==> config.mk <==
export PLATFORM = sky130hd
export DESIGN_NAME = rs485_rtu_master_transaction_core
export DESIGN_NICKNAME = d
export VERILOG_FILES = /design/src/hw/rtl/rs485rtu_pkg.sv /design/src/hw/rtl/rs485_rtu_master_transaction_core.sv
export SDC_FILE = /design/constraint.sdc
export NUM_CORES = 1
export LEC_CHECK = 0
export BUFFER_PORTS_ARGS = -buffer_cell sky130_fd_sc_hd__buf_2
export CAP_MARGIN = 0
export CORE_MARGIN = 2
export CORE_UTILIZATION = 31
export CTS_CLUSTER_DIAMETER = 200
export DETAILED_ROUTE_END_ITERATION = 10
export PLACE_DENSITY_LB_ADDON = 0.1
export RECOVER_POWER = 100
export SYNTH_ARGS = -nofsm -noshare
export SYNTH_HDL_FRONTEND = slang
export SYNTH_SLANG_ARGS = --single-unit
export TNS_END_PERCENT = 50
==> constraint.sdc <==
create_clock -name clock -period 12.6 [get_ports clock]
set_input_delay 0.63 -clock clock [delete_from_list [all_inputs] [get_ports clock]]
set_output_delay 0.63 -clock clock [all_outputs]
set_load 0.02 [all_outputs]
==> src/hw/rtl/rs485rtu_pkg.sv <==
`default_nettype none
package rs485rtu_pkg;

   typedef enum logic [2:0] {
      PH_IDLE,
      PH_TURN,
      PH_TX,
      PH_FIRST,
      PH_RX
   } phase_type;

   typedef enum logic [1:0] {
      SQ_IDLE,
      SQ_MUL,
      SQ_DIV,
      SQ_PUT
   } seq_type;

   localparam logic [2:0] MODE_START   = 3'd0;
   localparam logic [2:0] MODE_TICK    = 3'd1;
   localparam logic [2:0] MODE_TX_DONE = 3'd2;
   localparam logic [2:0] MODE_RX_BYTE = 3'd3;
   localparam logic [2:0] MODE_ERROR   = 3'd4;

   localparam logic [1:0] RES_OK      = 2'd0;
   localparam logic [1:0] RES_UART    = 2'd1;
   localparam logic [1:0] RES_TIMEOUT = 2'd2;

   localparam logic [1:0] CSR_BAUD    = 2'd0;
   localparam logic [1:0] CSR_FORMAT  = 2'd1;
   localparam logic [1:0] CSR_RESP_TO = 2'd2;

   localparam logic [22:0] TX_MARGIN_US   = 23'd500000;
   localparam logic [22:0] FRAME_LIMIT_US = 23'd5000000;
   localparam logic [14:0] TURN_US        = 15'd50;
   localparam logic [14:0] US_PER_MS      = 15'd1000;
   localparam logic [19:0] US_PER_S       = 20'd1000000;
   localparam int unsigned DIV_STEPS      = 33;

   typedef struct packed {
      logic       driver_enable;
      logic       start_transmit;
      logic       abort_uart;
      logic       byte_valid;
      logic [7:0] byte_index;
      logic [7:0] byte_data;
      logic       done_res;
      logic [1:0] result_code;
      logic [8:0] receive_length;
   } rsp_type;

   function automatic logic [16:0] baud_hz(input logic [2:0] sel);
      logic [16:0] r;
      case (sel)
         3'd0:    r = 17'd1200;
         3'd1:    r = 17'd2400;
         3'd2:    r = 17'd4800;
         3'd3:    r = 17'd9600;
         3'd4:    r = 17'd19200;
         3'd5:    r = 17'd38400;
         3'd6:    r = 17'd57600;
         default: r = 17'd115200;
      endcase
      return r;
   endfunction

   // t3.5 character silence in us
   function automatic logic [14:0] t35_us(input logic [2:0] sel);
      logic [14:0] r;
      case (sel)
         3'd0:    r = 15'd32084;
         3'd1:    r = 15'd16042;
         3'd2:    r = 15'd8021;
         3'd3:    r = 15'd4011;
         3'd4:    r = 15'd2006;
         default: r = 15'd1750;
      endcase
      return r;
   endfunction

endpackage
`default_nettype wire

==> src/hw/rtl/rs485_rtu_master_transaction_core.sv <==
// rs485 rtu master transaction controller, timed in microsecond beats
// req channel: one event beat per item (start, us tick, transmit done,
//    byte received, uart error) with request length and received byte
// rsp channel: exactly one beat per request beat, carrying driver enable,
//    start/abort pulses, the emitted response byte and the done status
// csr port: baud select, frame format and response timeout, written while idle
// a start beat is latched, its length is multiplied, the restoring
//    divider works out the transmit timeout, and the result is then
//    handed over; every other beat goes from the latch straight to the
//    hand-over. one item is in flight at a time, req_stall stays high
//    while it is worked on
// the response sits in an output register, so the next request beat is taken
//    while an earlier response is still stalled; a finished result then waits
//    in a holding register until the output register frees up
// reset (synchronous, active high) returns to idle with the default
//    configuration: 9600 baud, 8n1, 1000 ms response timeout
`default_nettype none
module rs485_rtu_master_transaction_core
   import rs485rtu_pkg::*;
#(
   parameter int MAX_FRAME_BYTES = 256
) (
   input  wire logic        clock,
   input  wire logic        reset,
   input  wire logic        req_valid,
   output logic             req_stall,
   input  wire logic [2:0]  req_mode,
   input  wire logic [8:0]  req_request_length,
   input  wire logic [7:0]  req_rx_data,
   output logic             rsp_valid,
   input  wire logic        rsp_stall,
   output logic             rsp_driver_enable,
   output logic             rsp_start_transmit,
   output logic             rsp_abort_uart,
   output logic             rsp_byte_valid,
   output logic [7:0]       rsp_byte_index,
   output logic [7:0]       rsp_byte_data,
   output logic             rsp_done_res,
   output logic [1:0]       rsp_result_code,
   output logic [8:0]       rsp_receive_length,
   input  wire logic        csr_write_enable,
   input  wire logic [1:0]  csr_index,
   input  wire logic [15:0] csr_write_data
);

   localparam logic [8:0] FullCount = 9'(MAX_FRAME_BYTES);

   // configuration
   logic [2:0]  baud_ff;
   logic [1:0]  format_ff;
   logic [15:0] resp_to_ff;

   // transaction state
   phase_type   phase_ff, phase_in;
   logic [22:0] deadline_ff, deadline_in;
   logic [14:0] silence_ff, silence_in;
   logic [8:0]  count_ff, count_in;
   logic        full_ff, full_in;

   // sequencer and divider
   seq_type     seq_ff, seq_in;
   logic [12:0] lenbits_ff;
   logic [32:0] num_ff;
   logic [16:0] rem_ff;
   logic [22:0] quot_ff;
   logic [5:0]  step_ff;

   rsp_type     res_ff, res_in;
   rsp_type     out_ff;
   logic        rsp_valid_ff;

   logic        req_fire;
   logic        out_free;
   logic        is_start;
   logic [17:0] rem_sh;
   logic        rem_ge;
   logic [16:0] baud;
   logic [14:0] sil_dec;
   logic [22:0] dl_dec;
   logic [14:0] sil_inc;
   logic [8:0]  count_nx;
   logic        div_last;

   assign req_fire = req_valid && !req_stall;
   assign out_free = !rsp_valid_ff || !rsp_stall;
   assign is_start = (req_mode == MODE_START) && (phase_ff == PH_IDLE);
   assign baud     = baud_hz(baud_ff);
   assign div_last = (step_ff == 6'(DIV_STEPS - 1));

   // one restoring division step per cycle
   assign rem_sh = {rem_ff, num_ff[32]};
   assign rem_ge = rem_sh >= {1'b0, baud};

   assign sil_dec  = (silence_ff != 15'd0) ? silence_ff - 15'd1 : silence_ff;
   assign dl_dec   = (deadline_ff != 23'd0) ? deadline_ff - 23'd1 : deadline_ff;
   assign sil_inc  = silence_ff + 15'd1;
   assign count_nx = count_ff + 9'd1;

   // sequencer next state
   always_comb begin
      seq_in = seq_ff;
      case (seq_ff)
         SQ_IDLE: if (req_fire) seq_in = is_start ? SQ_MUL : SQ_PUT;
         SQ_MUL:  seq_in = SQ_DIV;
         SQ_DIV:  if (div_last) seq_in = SQ_PUT;
         SQ_PUT:  if (out_free) seq_in = SQ_IDLE;
         default: seq_in = SQ_IDLE;
      endcase
   end

   // sequencer outputs
   always_comb begin
      req_stall = (seq_ff != SQ_IDLE);
   end

   // event handling, applied on the accepted beat
   always_comb begin
      phase_in    = phase_ff;
      deadline_in = deadline_ff;
      silence_in  = silence_ff;
      count_in    = count_ff;
      full_in     = full_ff;
      res_in      = res_ff;
      if (seq_ff == SQ_IDLE && req_fire) begin
         res_in = '0;
         case (req_mode)
            MODE_START: begin
               if (phase_ff == PH_IDLE) begin
                  phase_in   = PH_TURN;
                  silence_in = TURN_US;
               end
            end
            MODE_TICK: begin
               case (phase_ff)
                  PH_TURN: begin
                     silence_in = sil_dec;
                     if (sil_dec == 15'd0) begin
                        phase_in              = PH_TX;
                        res_in.start_transmit = 1'b1;
                     end
                  end
                  PH_TX: begin
                     deadline_in = dl_dec;
                     if (dl_dec == 23'd0) begin
                        phase_in           = PH_IDLE;
                        res_in.abort_uart  = 1'b1;
                        res_in.done_res    = 1'b1;
                        res_in.result_code = RES_UART;
                     end
                  end
                  PH_FIRST: begin
                     silence_in = sil_inc;
                     // millisecond prescaler rolls over
                     if (sil_inc >= US_PER_MS) begin
                        silence_in  = 15'd0;
                        deadline_in = dl_dec;
                        if (dl_dec == 23'd0) begin
                           phase_in           = PH_IDLE;
                           res_in.abort_uart  = 1'b1;
                           res_in.done_res    = 1'b1;
                           res_in.result_code = RES_TIMEOUT;
                        end
                     end
                  end
                  PH_RX: begin
                     silence_in  = sil_dec;
                     deadline_in = dl_dec;
                     // silence end wins over the frame limit
                     if (sil_dec == 15'd0) begin
                        phase_in              = PH_IDLE;
                        res_in.abort_uart     = 1'b1;
                        res_in.done_res       = 1'b1;
                        res_in.result_code    = RES_OK;
                        res_in.receive_length = count_ff;
                     end else if (dl_dec == 23'd0) begin
                        phase_in           = PH_IDLE;
                        res_in.abort_uart  = 1'b1;
                        res_in.done_res    = 1'b1;
                        res_in.result_code = RES_UART;
                     end
                  end
                  default: ;
               endcase
            end
            MODE_TX_DONE: begin
               if (phase_ff == PH_TX) begin
                  count_in    = 9'd0;
                  full_in     = 1'b0;
                  silence_in  = 15'd0;
                  deadline_in = 23'(resp_to_ff);
                  if (resp_to_ff == 16'd0) begin
                     phase_in           = PH_IDLE;
                     res_in.abort_uart  = 1'b1;
                     res_in.done_res    = 1'b1;
                     res_in.result_code = RES_TIMEOUT;
                  end else begin
                     phase_in = PH_FIRST;
                  end
               end
            end
            MODE_RX_BYTE: begin
               if ((phase_ff == PH_FIRST || phase_ff == PH_RX) && !full_ff) begin
                  if (phase_ff == PH_FIRST) begin
                     phase_in    = PH_RX;
                     deadline_in = FRAME_LIMIT_US;
                  end
                  res_in.byte_valid = 1'b1;
                  res_in.byte_index = count_ff[7:0];
                  res_in.byte_data  = req_rx_data;
                  count_in          = count_nx;
                  if (count_nx >= FullCount) full_in = 1'b1;
                  silence_in = t35_us(baud_ff);
               end
            end
            MODE_ERROR: begin
               if (phase_ff == PH_TX) begin
                  phase_in           = PH_IDLE;
                  res_in.done_res    = 1'b1;
                  res_in.result_code = RES_UART;
               end else if (phase_ff == PH_FIRST || phase_ff == PH_RX) begin
                  phase_in           = PH_IDLE;
                  res_in.abort_uart  = 1'b1;
                  res_in.done_res    = 1'b1;
                  res_in.result_code = RES_UART;
               end
            end
            default: ;
         endcase
         res_in.driver_enable = (phase_in == PH_TURN) || (phase_in == PH_TX);
      end else if (seq_ff == SQ_DIV && div_last) begin
         // transmit timeout = ceil(len*bits*1e6/baud) + margin, 23 bits kept
         deadline_in = {quot_ff[21:0], rem_ge} + TX_MARGIN_US;
      end
   end

   always_ff @(posedge clock) begin
      if (reset) begin
         baud_ff    <= 3'd3;
         format_ff  <= 2'd0;
         resp_to_ff <= 16'd1000;
      end else if (csr_write_enable) begin
         case (csr_index)
            CSR_BAUD:    baud_ff    <= csr_write_data[2:0];
            CSR_FORMAT:  format_ff  <= csr_write_data[1:0];
            CSR_RESP_TO: resp_to_ff <= csr_write_data;
            default: ;
         endcase
      end
   end

   always_ff @(posedge clock) begin
      if (reset) begin
         seq_ff       <= SQ_IDLE;
         phase_ff     <= PH_IDLE;
         deadline_ff  <= '0;
         silence_ff   <= '0;
         count_ff     <= '0;
         full_ff      <= 1'b0;
         rsp_valid_ff <= 1'b0;
      end else begin
         seq_ff      <= seq_in;
         phase_ff    <= phase_in;
         deadline_ff <= deadline_in;
         silence_ff  <= silence_in;
         count_ff    <= count_in;
         full_ff     <= full_in;
         if (seq_ff == SQ_PUT && out_free) rsp_valid_ff <= 1'b1;
         else if (!rsp_stall) rsp_valid_ff <= 1'b0;
      end
   end

   // payload and divider datapath
   always_ff @(posedge clock) begin
      res_ff <= res_in;
      if (seq_ff == SQ_PUT && out_free) out_ff <= res_ff;
      case (seq_ff)
         SQ_IDLE: begin
            lenbits_ff <= 13'(req_request_length) *
                          ((format_ff == 2'd0) ? 13'd10 : 13'd11);
         end
         SQ_MUL: begin
            num_ff  <= 33'(lenbits_ff) * 33'(US_PER_S) + 33'(baud) - 33'd1;
            rem_ff  <= '0;
            quot_ff <= '0;
            step_ff <= '0;
         end
         SQ_DIV: begin
            num_ff  <= {num_ff[31:0], 1'b0};
            rem_ff  <= rem_ge ? 17'(rem_sh - {1'b0, baud}) : rem_sh[16:0];
            quot_ff <= {quot_ff[21:0], rem_ge};
            step_ff <= step_ff + 6'd1;
         end
         default: ;
      endcase
   end

   assign rsp_valid          = rsp_valid_ff;
   assign rsp_driver_enable  = out_ff.driver_enable;
   assign rsp_start_transmit = out_ff.start_transmit;
   assign rsp_abort_uart     = out_ff.abort_uart;
   assign rsp_byte_valid     = out_ff.byte_valid;
   assign rsp_byte_index     = out_ff.byte_index;
   assign rsp_byte_data      = out_ff.byte_data;
   assign rsp_done_res       = out_ff.done_res;
   assign rsp_result_code    = out_ff.result_code;
   assign rsp_receive_length = out_ff.receive_length;

   // an accepted beat always leaves the sequencer busy
   assert property (@(posedge clock) disable iff (reset)
      req_valid && !req_stall |=> seq_ff != SQ_IDLE)
      else $error("sequencer stayed idle after accept");

   // a new response only appears from the hand-over step
   assert property (@(posedge clock) disable iff (reset)
      $rose(rsp_valid) |-> $past(seq_ff == SQ_PUT))
      else $error("response raised outside hand-over");

   // a finished transaction never leaves the driver on
   assert property (@(posedge clock) disable iff (reset)
      rsp_valid && rsp_done_res |-> !rsp_driver_enable)
      else $error("driver enabled on done");

   // a byte beat never closes the transaction
   assert property (@(posedge clock) disable iff (reset)
      rsp_valid && rsp_byte_valid |-> !rsp_done_res)
      else $error("byte and done together");

endmodule
`default_nettype wire

==> results.sh, run 1 <==
export IMPL_synth_edf_count=155
export IMPL_final_cell_mix="inv_1 (214), ha_1 (170), nand2_1 (161)"
export IMPL_yosys_area_share_simple=0.182
export IMPL_synth_mux_area_frac=0.0151
export IMPL_drc=0
export IMPL_grt_pass1_vias=13500
export IMPL_crit_arrival_ns=7.13
export IMPL_stdcell_count=2708
export IMPL_drive_gt1_frac=0.0628
export IMPL_layout_commonest_cell="inv_1"
export IMPL_area_delta_synth_final_pct=11.6
export IMPL_syn_inst=1904
export IMPL_antenna_found_initial=0
export IMPL_synth_compound_area_share=0.145
export IMPL_post_cts_buffers=0
export IMPL_final_util=0.350
export IMPL_n_fill_cell=5749
export IMPL_ant_nets=0
export IMPL_synthAdderAreaFrac=0.180
export IMPL_cts_sinks=230
export IMPL_maxSlewViolCount=346
export IMPL_synth_seq_cells=230
export IMPL_portBuffers=76
export IMPL_place_inst=2654
export IMPL_ys_warn_count=0
export IMPL_synth_top_family_by_area="simple AND/OR/NAND/NOR gates"
export IMPL_postCtsResizedCells=0
export IMPL_hold_depth=3
export IMPL_numCtsBuffers=29
export IMPL_gp_congestion=0.843
export IMPL_ys_flop_type="edfxtp_1"
export IMPL_rsz0062_at_grt="no"
export IMPL_hp_start="csr_write_data[8]"
export IMPL_htree_levels=1
export IMPL_crit_type="flop to flop"
export IMPL_cap_violations=7
export IMPL_status="finished, violations left"
export IMPL_violations="max-capacitance violations, max-slew violations"
export IMPL_dr_pass1_iters=7
export IMPL_grt_usage=0.153
export IMPL_slowest_delay_ns=0.60
export IMPL_clock_latency_ns=0.57
export IMPL_yosysSeqAreaShare=0.355
export IMPL_path_cells="fa_1, inv_1, fa_1, inv_1, ha_1, fa_1, inv_1, fa_1, inv_1, ha_1, nand2_1, o31ai_1, a21o_1, a21o_1, xor2_1, inv_1, ha_1, nand2_1, or3_1, o21ai_0, a221o_1, a31oi_1, or3_1, nand3_1"
export IMPL_vias=13400
export IMPL_fin_crit_sh=0.534
export IMPL_slowest_stage="fa_1"
export IMPL_dp_hpwl_mm=32.5
export IMPL_core_area_um2=55200
export IMPL_cp_max_fo=6
export IMPL_routedWlPerCell_um=16.1
export IMPL_r2r_start="lenbits_ff[1]"
export IMPL_tns_ns=0
export IMPL_cts_tree="built"
export IMPL_rr_endpoint="num_ff[32]"
export IMPL_clkSlewWorstSetupHoldPaths_ns=0.06
export IMPL_avgSynthCellArea_um2=9.11
export IMPL_finalCriticalPeriod_ns=6.72
export IMPL_setup_ws_ns=5.88
export IMPL_place_ws_ns=5.96
export IMPL_layout_nets=2199
export IMPL_ff2ff_setup_slack_ns=5.88
export IMPL_rr_worst_depth=24
export IMPL_startpoint_type="flop"
export IMPL_worst_slew_pin_slew_ns=4.52
export IMPL_root_buffer="clkbuf_16"
export IMPL_cts_path_max_buffers=3
export IMPL_grt_pass1_wl_mm=71.9
export IMPL_hold_path_end="resp_to_ff[8]"
export IMPL_synth_xor_area_frac=0.0567
export IMPL_hold_buffers=0
export IMPL_synth_nets=2166
export IMPL_start_util=0.314
export IMPL_grt_remaining_overflow=0
export IMPL_ys_types=85
export IMPL_synth_area_um2=17300
export IMPL_pin_count=77
export IMPL_die_x_um=240
export IMPL_path_common_cell="inv_1"
export IMPL_wl_mm=43.7
export IMPL_detail_route_vias_per_cell=4.95
export IMPL_placementRows=86
export IMPL_grt_start_max_net_pins=85
export IMPL_drt_iter0_drc=682
export IMPL_setup_viol=0
export IMPL_hold_violations=0
export IMPL_num_antenna_cells=0
export IMPL_slew_headroom=-2.04
export IMPL_fin_skew_ns=0.0244
export IMPL_hold_class="input pin to flop"
export IMPL_required_ns=13.00
export IMPL_fmax_ghz=0.149
export IMPL_die_h_um=240
export IMPL_async_flop_share=0
export IMPL_die_area_um2=57800
export IMPL_worstSetupEndpointType="flop"
## flip-flops by register name (all words and copies together), names as in the netlist, 6 cells and up
| register | count |
|---|---|
| count_ff | 9 |
| res_ff | 32 |
| rsp_byte_index | 8 |
| deadline_ff | 23 |
| step_ff | 6 |
| silence_ff | 15 |
| rem_ff | 17 |
| rsp_byte_data | 8 |
| lenbits_ff | 13 |
| num_ff | 33 |
| rsp_receive_length | 9 |
| resp_to_ff | 16 |
| quot_ff | 22 |
## cell families (layout without fill, tap and decap cells)
group | after synthesis | in the layout
and+or+nand+nor | 621 | 621
AOI/OAI and AO/OA | 397 | 397
buffers and inverters | 300 | 356
DFF | 230 | 230
adders and majority gates | 220 | 220
xor gates and xnor gates | 109 | 109
muxes | 26 | 26
other | 1 | 1
## through the flow
step | area [um^2] | hold WS (ns)
floorplan | 17300 | 0.400
global placement | 18400 | 0.403
detailed placement | 18400 | 0.405
CTS | 19500 | 0.264
global route | 19300 | 0.271
finish | 19300 | 0.287
## area by class of cell
class	count	area, um^2	share of cell area
Clock buffer	31	733	0.0379
Inverter	216	811	0.0419
Clock inverter	23	319	0.0165
Multi-Input combinational cell	1374	10000	0.517
Sequential cell	230	6160	0.318
Timing Repair Buffer	86	385	0.0199
Tap cell	748	936	0.0484
## metal layers
metal | vias to the layer above | track usage | share of wire
met3 | 51 | 0.0204 | 0.037
li1 | 6754 | - | -
met4 | 0 | 0.0359 | 0.019
met2 | 196 | 0.266 | 0.47
met5 | - | 0 | 0
met1 | 6393 | 0.201 | 0.47
## worst max-delay path by stage
stage,from,endpoint,depth (start not counted),slack (ns)
floorplan,lenbits_ff[2],num_ff[32],24,6.43
global placement,lenbits_ff[2],num_ff[32],24,6.02
detailed placement,lenbits_ff[1],num_ff[32],24,5.96
CTS,lenbits_ff[1],num_ff[32],24,5.91
global route,lenbits_ff[2],num_ff[32],24,5.40
finish,lenbits_ff[1],num_ff[32],24,5.88
## critical path: cells and delay by family, from the launching register on
kind,cells,cell delay (ns)
AO/OA/AOI/OAI,6,1.49
flip-flops,1,0.51
XOR/XNOR,1,0.19
adder cells (fa/ha/maj),7,3.11
AND/OR/NAND/NOR,5,0.98
buffers and inverters,5,0.26
## cells in the mapped netlist, drive strengths merged (13+ instances only)
cell type	number	area (um^2)
a211oi	21	163
a21o	24	180
a21oi	117	586
and2	38	238
and3	24	150
buf	15	71.3
clkbuf	69	259
dfxtp	75	1500
edfxtp	155	4650
fa	49	981
ha	170	2130
inv	213	800
mux2i	25	250
nand2	161	604
nand2b	23	144
nand3	46	230
nand4	18	113
nor2	144	541
nor2b	19	119
nor3	47	252
nor3b	14	110
nor4	16	121
o211ai	13	97.6
o21ai	106	531
or3	24	150
xnor2	60	533
xor2	48	428
Power of run 1 is left out: the tool's default activity adds up to more than one toggle a clock period on the data nets, which glitch-free logic cannot reach.
==> inputs of run 2 (changes only) <==
clock period = 6.2 ns   (was 12.6 ns; I/O delays follow)
==> run 2 against run 1 <==
- via count is 3.2% higher
- global-route usage is 0.083 points higher
- the flow still finishes with violations (max-capacitance violations, max-slew violations)
- final area is 5.2% higher
- largest cell class unchanged
- register-to-register slack worse by 5.7 ns
- die area stayed put
- critical path type unchanged
- critical path depth is 3 higher
- core utilization is 1.8 points higher
- non-clock buffer count is 79 higher
==> results.sh, run 2 (synthesis results as in run 1) <==
export IMPL_status="finished, violations left"
export IMPL_violations="max-capacitance violations, max-slew violations"
export IMPL_reg_top3="num_ff x33, res_ff x32, deadline_ff x23"
export IMPL_worst_path_stages=27
export IMPL_grt_start_max_net_pins=85
export IMPL_core_area_um2=55200
export IMPL_detail_route_vias_per_cell=4.96
export IMPL_gp_congestion=0.859
export IMPL_start_util=0.314
export IMPL_grt_usage=0.154
export IMPL_n_fill_cell=5661
export IMPL_ant_nets=0
export IMPL_hold_class="input pin to flop"
export IMPL_dp_hpwl_mm=33.0
export IMPL_setup_viol=0
export IMPL_rr_worst_depth=27
export IMPL_placementRows=86
export IMPL_layout_nets=2278
export IMPL_area_delta_synth_final_pct=17.4
export IMPL_grt_remaining_overflow=0
export IMPL_multiInputGateArea_um2=10400
export IMPL_cp_num_buf_inv=5
export IMPL_routedWlPerCell_um=16.0
export IMPL_rsz0062_at_grt="yes"
export IMPL_numCtsBuffers=29
export IMPL_critPathTopFamily="adder cells"
export IMPL_htree_levels=1
export IMPL_root_buffer="clkbuf_16"
export IMPL_die_h_um=240
export IMPL_layout_commonest_cell="inv_1"
export IMPL_final_cell_mix="inv_1 (208), nand2_1 (160), ha_1 (157)"
export IMPL_num_antenna_cells=0
export IMPL_fin_crit_sh=0.974
export IMPL_pin_count=77
export IMPL_crit_type="flop to flop"
export IMPL_portBuffers=76
export IMPL_fmax_ghz=0.166
export IMPL_worst_slew_pin_slew_ns=3.11
export IMPL_vias=13800
export IMPL_cts_path_max_buffers=3
export IMPL_wl_mm=44.7
export IMPL_slew_headroom=-1.07
export IMPL_hold_depth=2
export IMPL_regMostFlops="num_ff"
export IMPL_grt_pass1_wl_mm=72.1
export IMPL_drt_iter0_drc=710
export IMPL_regArea_um2=6160
export IMPL_worstSetupEndpointType="flop"
export IMPL_crit_arrival_ns=6.33
export IMPL_cts_sinks=230
export IMPL_cts_tree="built"
export IMPL_required_ns=6.49
export IMPL_finalCriticalPeriod_ns=6.04
export IMPL_drive_gt1_frac=0.117
export IMPL_maxSlewViolCount=86
export IMPL_slowest_stage="fa_1"
export IMPL_die_area_um2=57800
export IMPL_clock_latency_ns=0.58
export IMPL_antenna_found_initial=0
export IMPL_cp_max_fo=3
export IMPL_largest_register_ff_count=33
export IMPL_dr_pass1_iters=5
export IMPL_clkSlewWorstSetupHoldPaths_ns=0.06
export IMPL_die_x_um=240
export IMPL_final_util=0.369
export IMPL_hold_violations=0
export IMPL_startpoint_type="flop"
export IMPL_grt_pass1_vias=13600
export IMPL_cap_violations=2
export IMPL_fin_skew_ns=0.0195
export IMPL_slowest_delay_ns=0.52
export IMPL_drc=0
[run 2: final cells by class]
type,count,share of cell area
clock inverter,22,0.0108
multi-input combinational,1374,0.513
sequential,230,0.303
tap,748,0.0460
timing repair buffer,165,0.0518
clock buffer,31,0.0360
inverter,216,0.0398
[run 2: final timing paths]
check                               startpoint                 to  slack [ns]
worst min-delay path            req_rx_data[3]         res_ff[15]        0.04
worst max register to register   lenbits_ff[2]         num_ff[31]        0.16
worst max-delay path             lenbits_ff[2]         num_ff[31]        0.16
worst min register to register      res_ff[27]  rsp_byte_index[7]        0.42
[run 2: what timing repair did]
action | in CTS | in global routing
hold buffers | 19 | 0
gates cloned | 0 | 0
pin swaps | 5 | 37
gates resized for setup | 14 | 52
hold endpoints to repair | 20 | 0
setup endpoints to repair | 5 | 8
setup buffers | 2 | 9
[run 2: through the flow]
step	cell area (um^2)	worst slack (ns)	hold WS (ns)	instances	setup TNS (ns)
floorplan	17300	0.0348	0.400	1904	0
global placement	18800	-0.0656	0.402	2705	-0.265
detailed placement	18800	-0.146	0.405	2705	-0.633
CTS	20100	0.00762	0.000226	2779	0
global route	20300	-0.0698	0.0114	2786	-0.144
finish	20300	0.160	0.0394	2786	0
[run 2: routing by layer]
layer  up-vias  GRT usage  part of all wire  wire length (um)
met5         -          0                 0                 0
met4         0     0.0384             0.019               871
met3        50     0.0220             0.044              1970
met2       255      0.271              0.48             21600
met1      6619      0.198              0.45             20200
li1       6903          -                 -                 -
Power of run 2 is left out for the same reason.
==> inputs of run 3 (changes only) <==
ABC_AREA = 1   (was unset)
==> run 3 against run 2 <==
- the flow still finishes with violations (max-capacitance violations, max-slew violations)
- clock skew is 0.0034 ns lower
- area after synthesis is 2.7% higher
- synthesized cell count is 19% higher
- highest routed layer unchanged
==> results.sh, run 3 <==
export IMPL_cap_violations=5
export IMPL_num_antenna_cells=0
export IMPL_status="finished, violations left"
export IMPL_grt_pass1_wl_mm=80.2
export IMPL_ys_types=63
export IMPL_root_buffer="clkbuf_16"
export IMPL_synth_top_area_cell="edfxtp_1"
export IMPL_crit_arrival_ns=6.32
export IMPL_final_cell_mix="nand2_1 (466), inv_1 (381), nor2_1 (198)"
export IMPL_hold_class="input pin to flop"
export IMPL_fin_crit_sh=0.964
export IMPL_tns_ns=0
export IMPL_synth_commonest_cells="nand2_1 (470), inv_1 (385), nor2_1 (196), ha_1 (170), a21oi_1 (164)"
export IMPL_wl_mm=50.5
export IMPL_slew_headroom=-1.62
export IMPL_finalCriticalPeriod_ns=5.98
export IMPL_worstSetupEndpointType="flop"
export IMPL_gp_congestion=0.888
export IMPL_cp_max_fo=3
export IMPL_regMostFlops="num_ff"
export IMPL_htree_levels=1
export IMPL_fmax_ghz=0.167
export IMPL_clkSlewWorstSetupHoldPaths_ns=0.06
export IMPL_yosysSeqAreaShare=0.346
export IMPL_synth_top_area_share=0.261
export IMPL_slowest_delay_ns=0.62
export IMPL_final_util=0.364
export IMPL_grt_usage=0.168
export IMPL_placementRows=87
export IMPL_grt_remaining_overflow=0
export IMPL_drt_iter0_drc=738
export IMPL_startpoint_type="flop"
export IMPL_grt_start_max_net_pins=79
export IMPL_violations="max-capacitance violations, max-slew violations"
export IMPL_cts_path_max_buffers=3
export IMPL_grt_pass1_vias=15000
export IMPL_clock_latency_ns=0.60
export IMPL_numCtsBuffers=30
export IMPL_fin_skew_ns=0.0161
export IMPL_required_ns=6.55
export IMPL_crit_type="flop to flop"
export IMPL_routedWlPerCell_um=16.0
export IMPL_layout_nets=2645
export IMPL_cts_sinks=230
export IMPL_synth_seq_cells=230
export IMPL_path_common_cell="inv_2"
export IMPL_dp_hpwl_mm=38.9
export IMPL_reg_top3="num_ff x33, res_ff x32, deadline_ff x23"
export IMPL_avgSynthCellArea_um2=7.88
export IMPL_portBuffers=76
export IMPL_ys_warn_count=0
export IMPL_layout_commonest_cell="nand2_1"
export IMPL_dr_pass1_iters=5
export IMPL_synth_nets=2521
export IMPL_setup_viol=0
export IMPL_synth_most_common_cell="nand2_1"
export IMPL_hold_violations=0
export IMPL_largest_register_ff_count=33
export IMPL_start_util=0.315
export IMPL_synth_edf_count=155
export IMPL_detail_route_vias_per_cell=4.79
export IMPL_slowest_stage="fa_1"
export IMPL_synth_area_um2=17800
export IMPL_ant_nets=0
export IMPL_place_ws_ns=-0.110
export IMPL_vias=15100
export IMPL_area_delta_synth_final_pct=15.8
export IMPL_drc=0
export IMPL_core_area_um2=56600
export IMPL_die_area_um2=59400
export IMPL_pin_count=77
export IMPL_maxSlewViolCount=212
export IMPL_antenna_found_initial=1
export IMPL_async_flop_share=0
export IMPL_die_h_um=244
export IMPL_cts_tree="built"
export IMPL_syn_inst=2259
export IMPL_worst_slew_pin_slew_ns=3.93
export IMPL_setup_ws_ns=0.224
export IMPL_yosys_top_cells_area="edfxtp_1 (26%), ha_1 (12%), nand2_1 (9.9%), dfxtp_1 (8.4%), inv_1 (8.1%)"
export IMPL_drive_gt1_frac=0.114
export IMPL_ys_flop_type="edfxtp_1"
export IMPL_die_x_um=244
## run 3: cell families (layout without fill, tap and decap cells)
kind of cell,Yosys count,count (layout),share of synthesized area
xor gates and xnor gates,58,58,0.0289
DFF,230,230,0.346
muxes,1,1,0.000562
AOI/OAI and AO/OA,379,379,0.122
adders and majority gates,219,219,0.175
other,1,1,0.000211
buffers and inverters,441,589,0.0972
and+or+nand+nor,930,930,0.231
## run 3: final timing paths
kind,slack [ns],endpoint,depth (start not counted),start
max,0.22,num_ff[28],29,lenbits_ff[1]
min,0.02,res_ff[18],3,req_rx_data[6]
max reg2reg,0.22,num_ff[28],29,lenbits_ff[1]
min reg2reg,0.42,rsp_byte_data[4],0,res_ff[16]
## run 3: final cells by class
class | instances | area, um^2
clock buffers | 33 | 793
clock inverters | 23 | 204
fillers | 6062 | 36000
inverters | 397 | 1490
multi-input cells | 1588 | 10200
flip-flops and latches | 230 | 6160
well taps | 756 | 946
repair buffers | 136 | 793
## run 3: layer usage
layer,global-route usage,share of wire
met5,0,0
met4,0.0360,0.020
met3,0.0214,0.038
met2,0.290,0.47
met1,0.224,0.47
## run 3: critical path, delay by kind of cell, from the launching register on
| family | cells | cell delay (ns) |
|---|---|---|
| adder cells (fa/ha/maj) | 7 | 2.87 |
| AO/OA/AOI/OAI | 4 | 0.61 |
| buffers and inverters | 10 | 0.84 |
| AND/OR/NAND/NOR | 7 | 0.76 |
| flip-flops | 1 | 0.41 |
| XOR/XNOR | 1 | 0.24 |
## run 3: timing repair
action,4_1_cts,5_1_grt
gates resized for setup,6,70
pin swaps,3,27
setup buffers,2,8
endpoints found under the hold margin,8,0
cloned,0,0
hold buffers,8,0
endpoints found under the setup margin,5,11
## run 3: metrics by stage
step	std cells	hold WS (ns)	instance area, um^2
6_report	3163	0.0232	20600
5_1_grt	3163	0.0205	20600
4_1_cts	3155	0.000829	20400
3_5_place_dp	3089	0.405	19200
3_3_place_gp	3089	0.402	19200
2_1_floorplan	2259	0.383	17800
Power of run 3 is left out for the same reason.
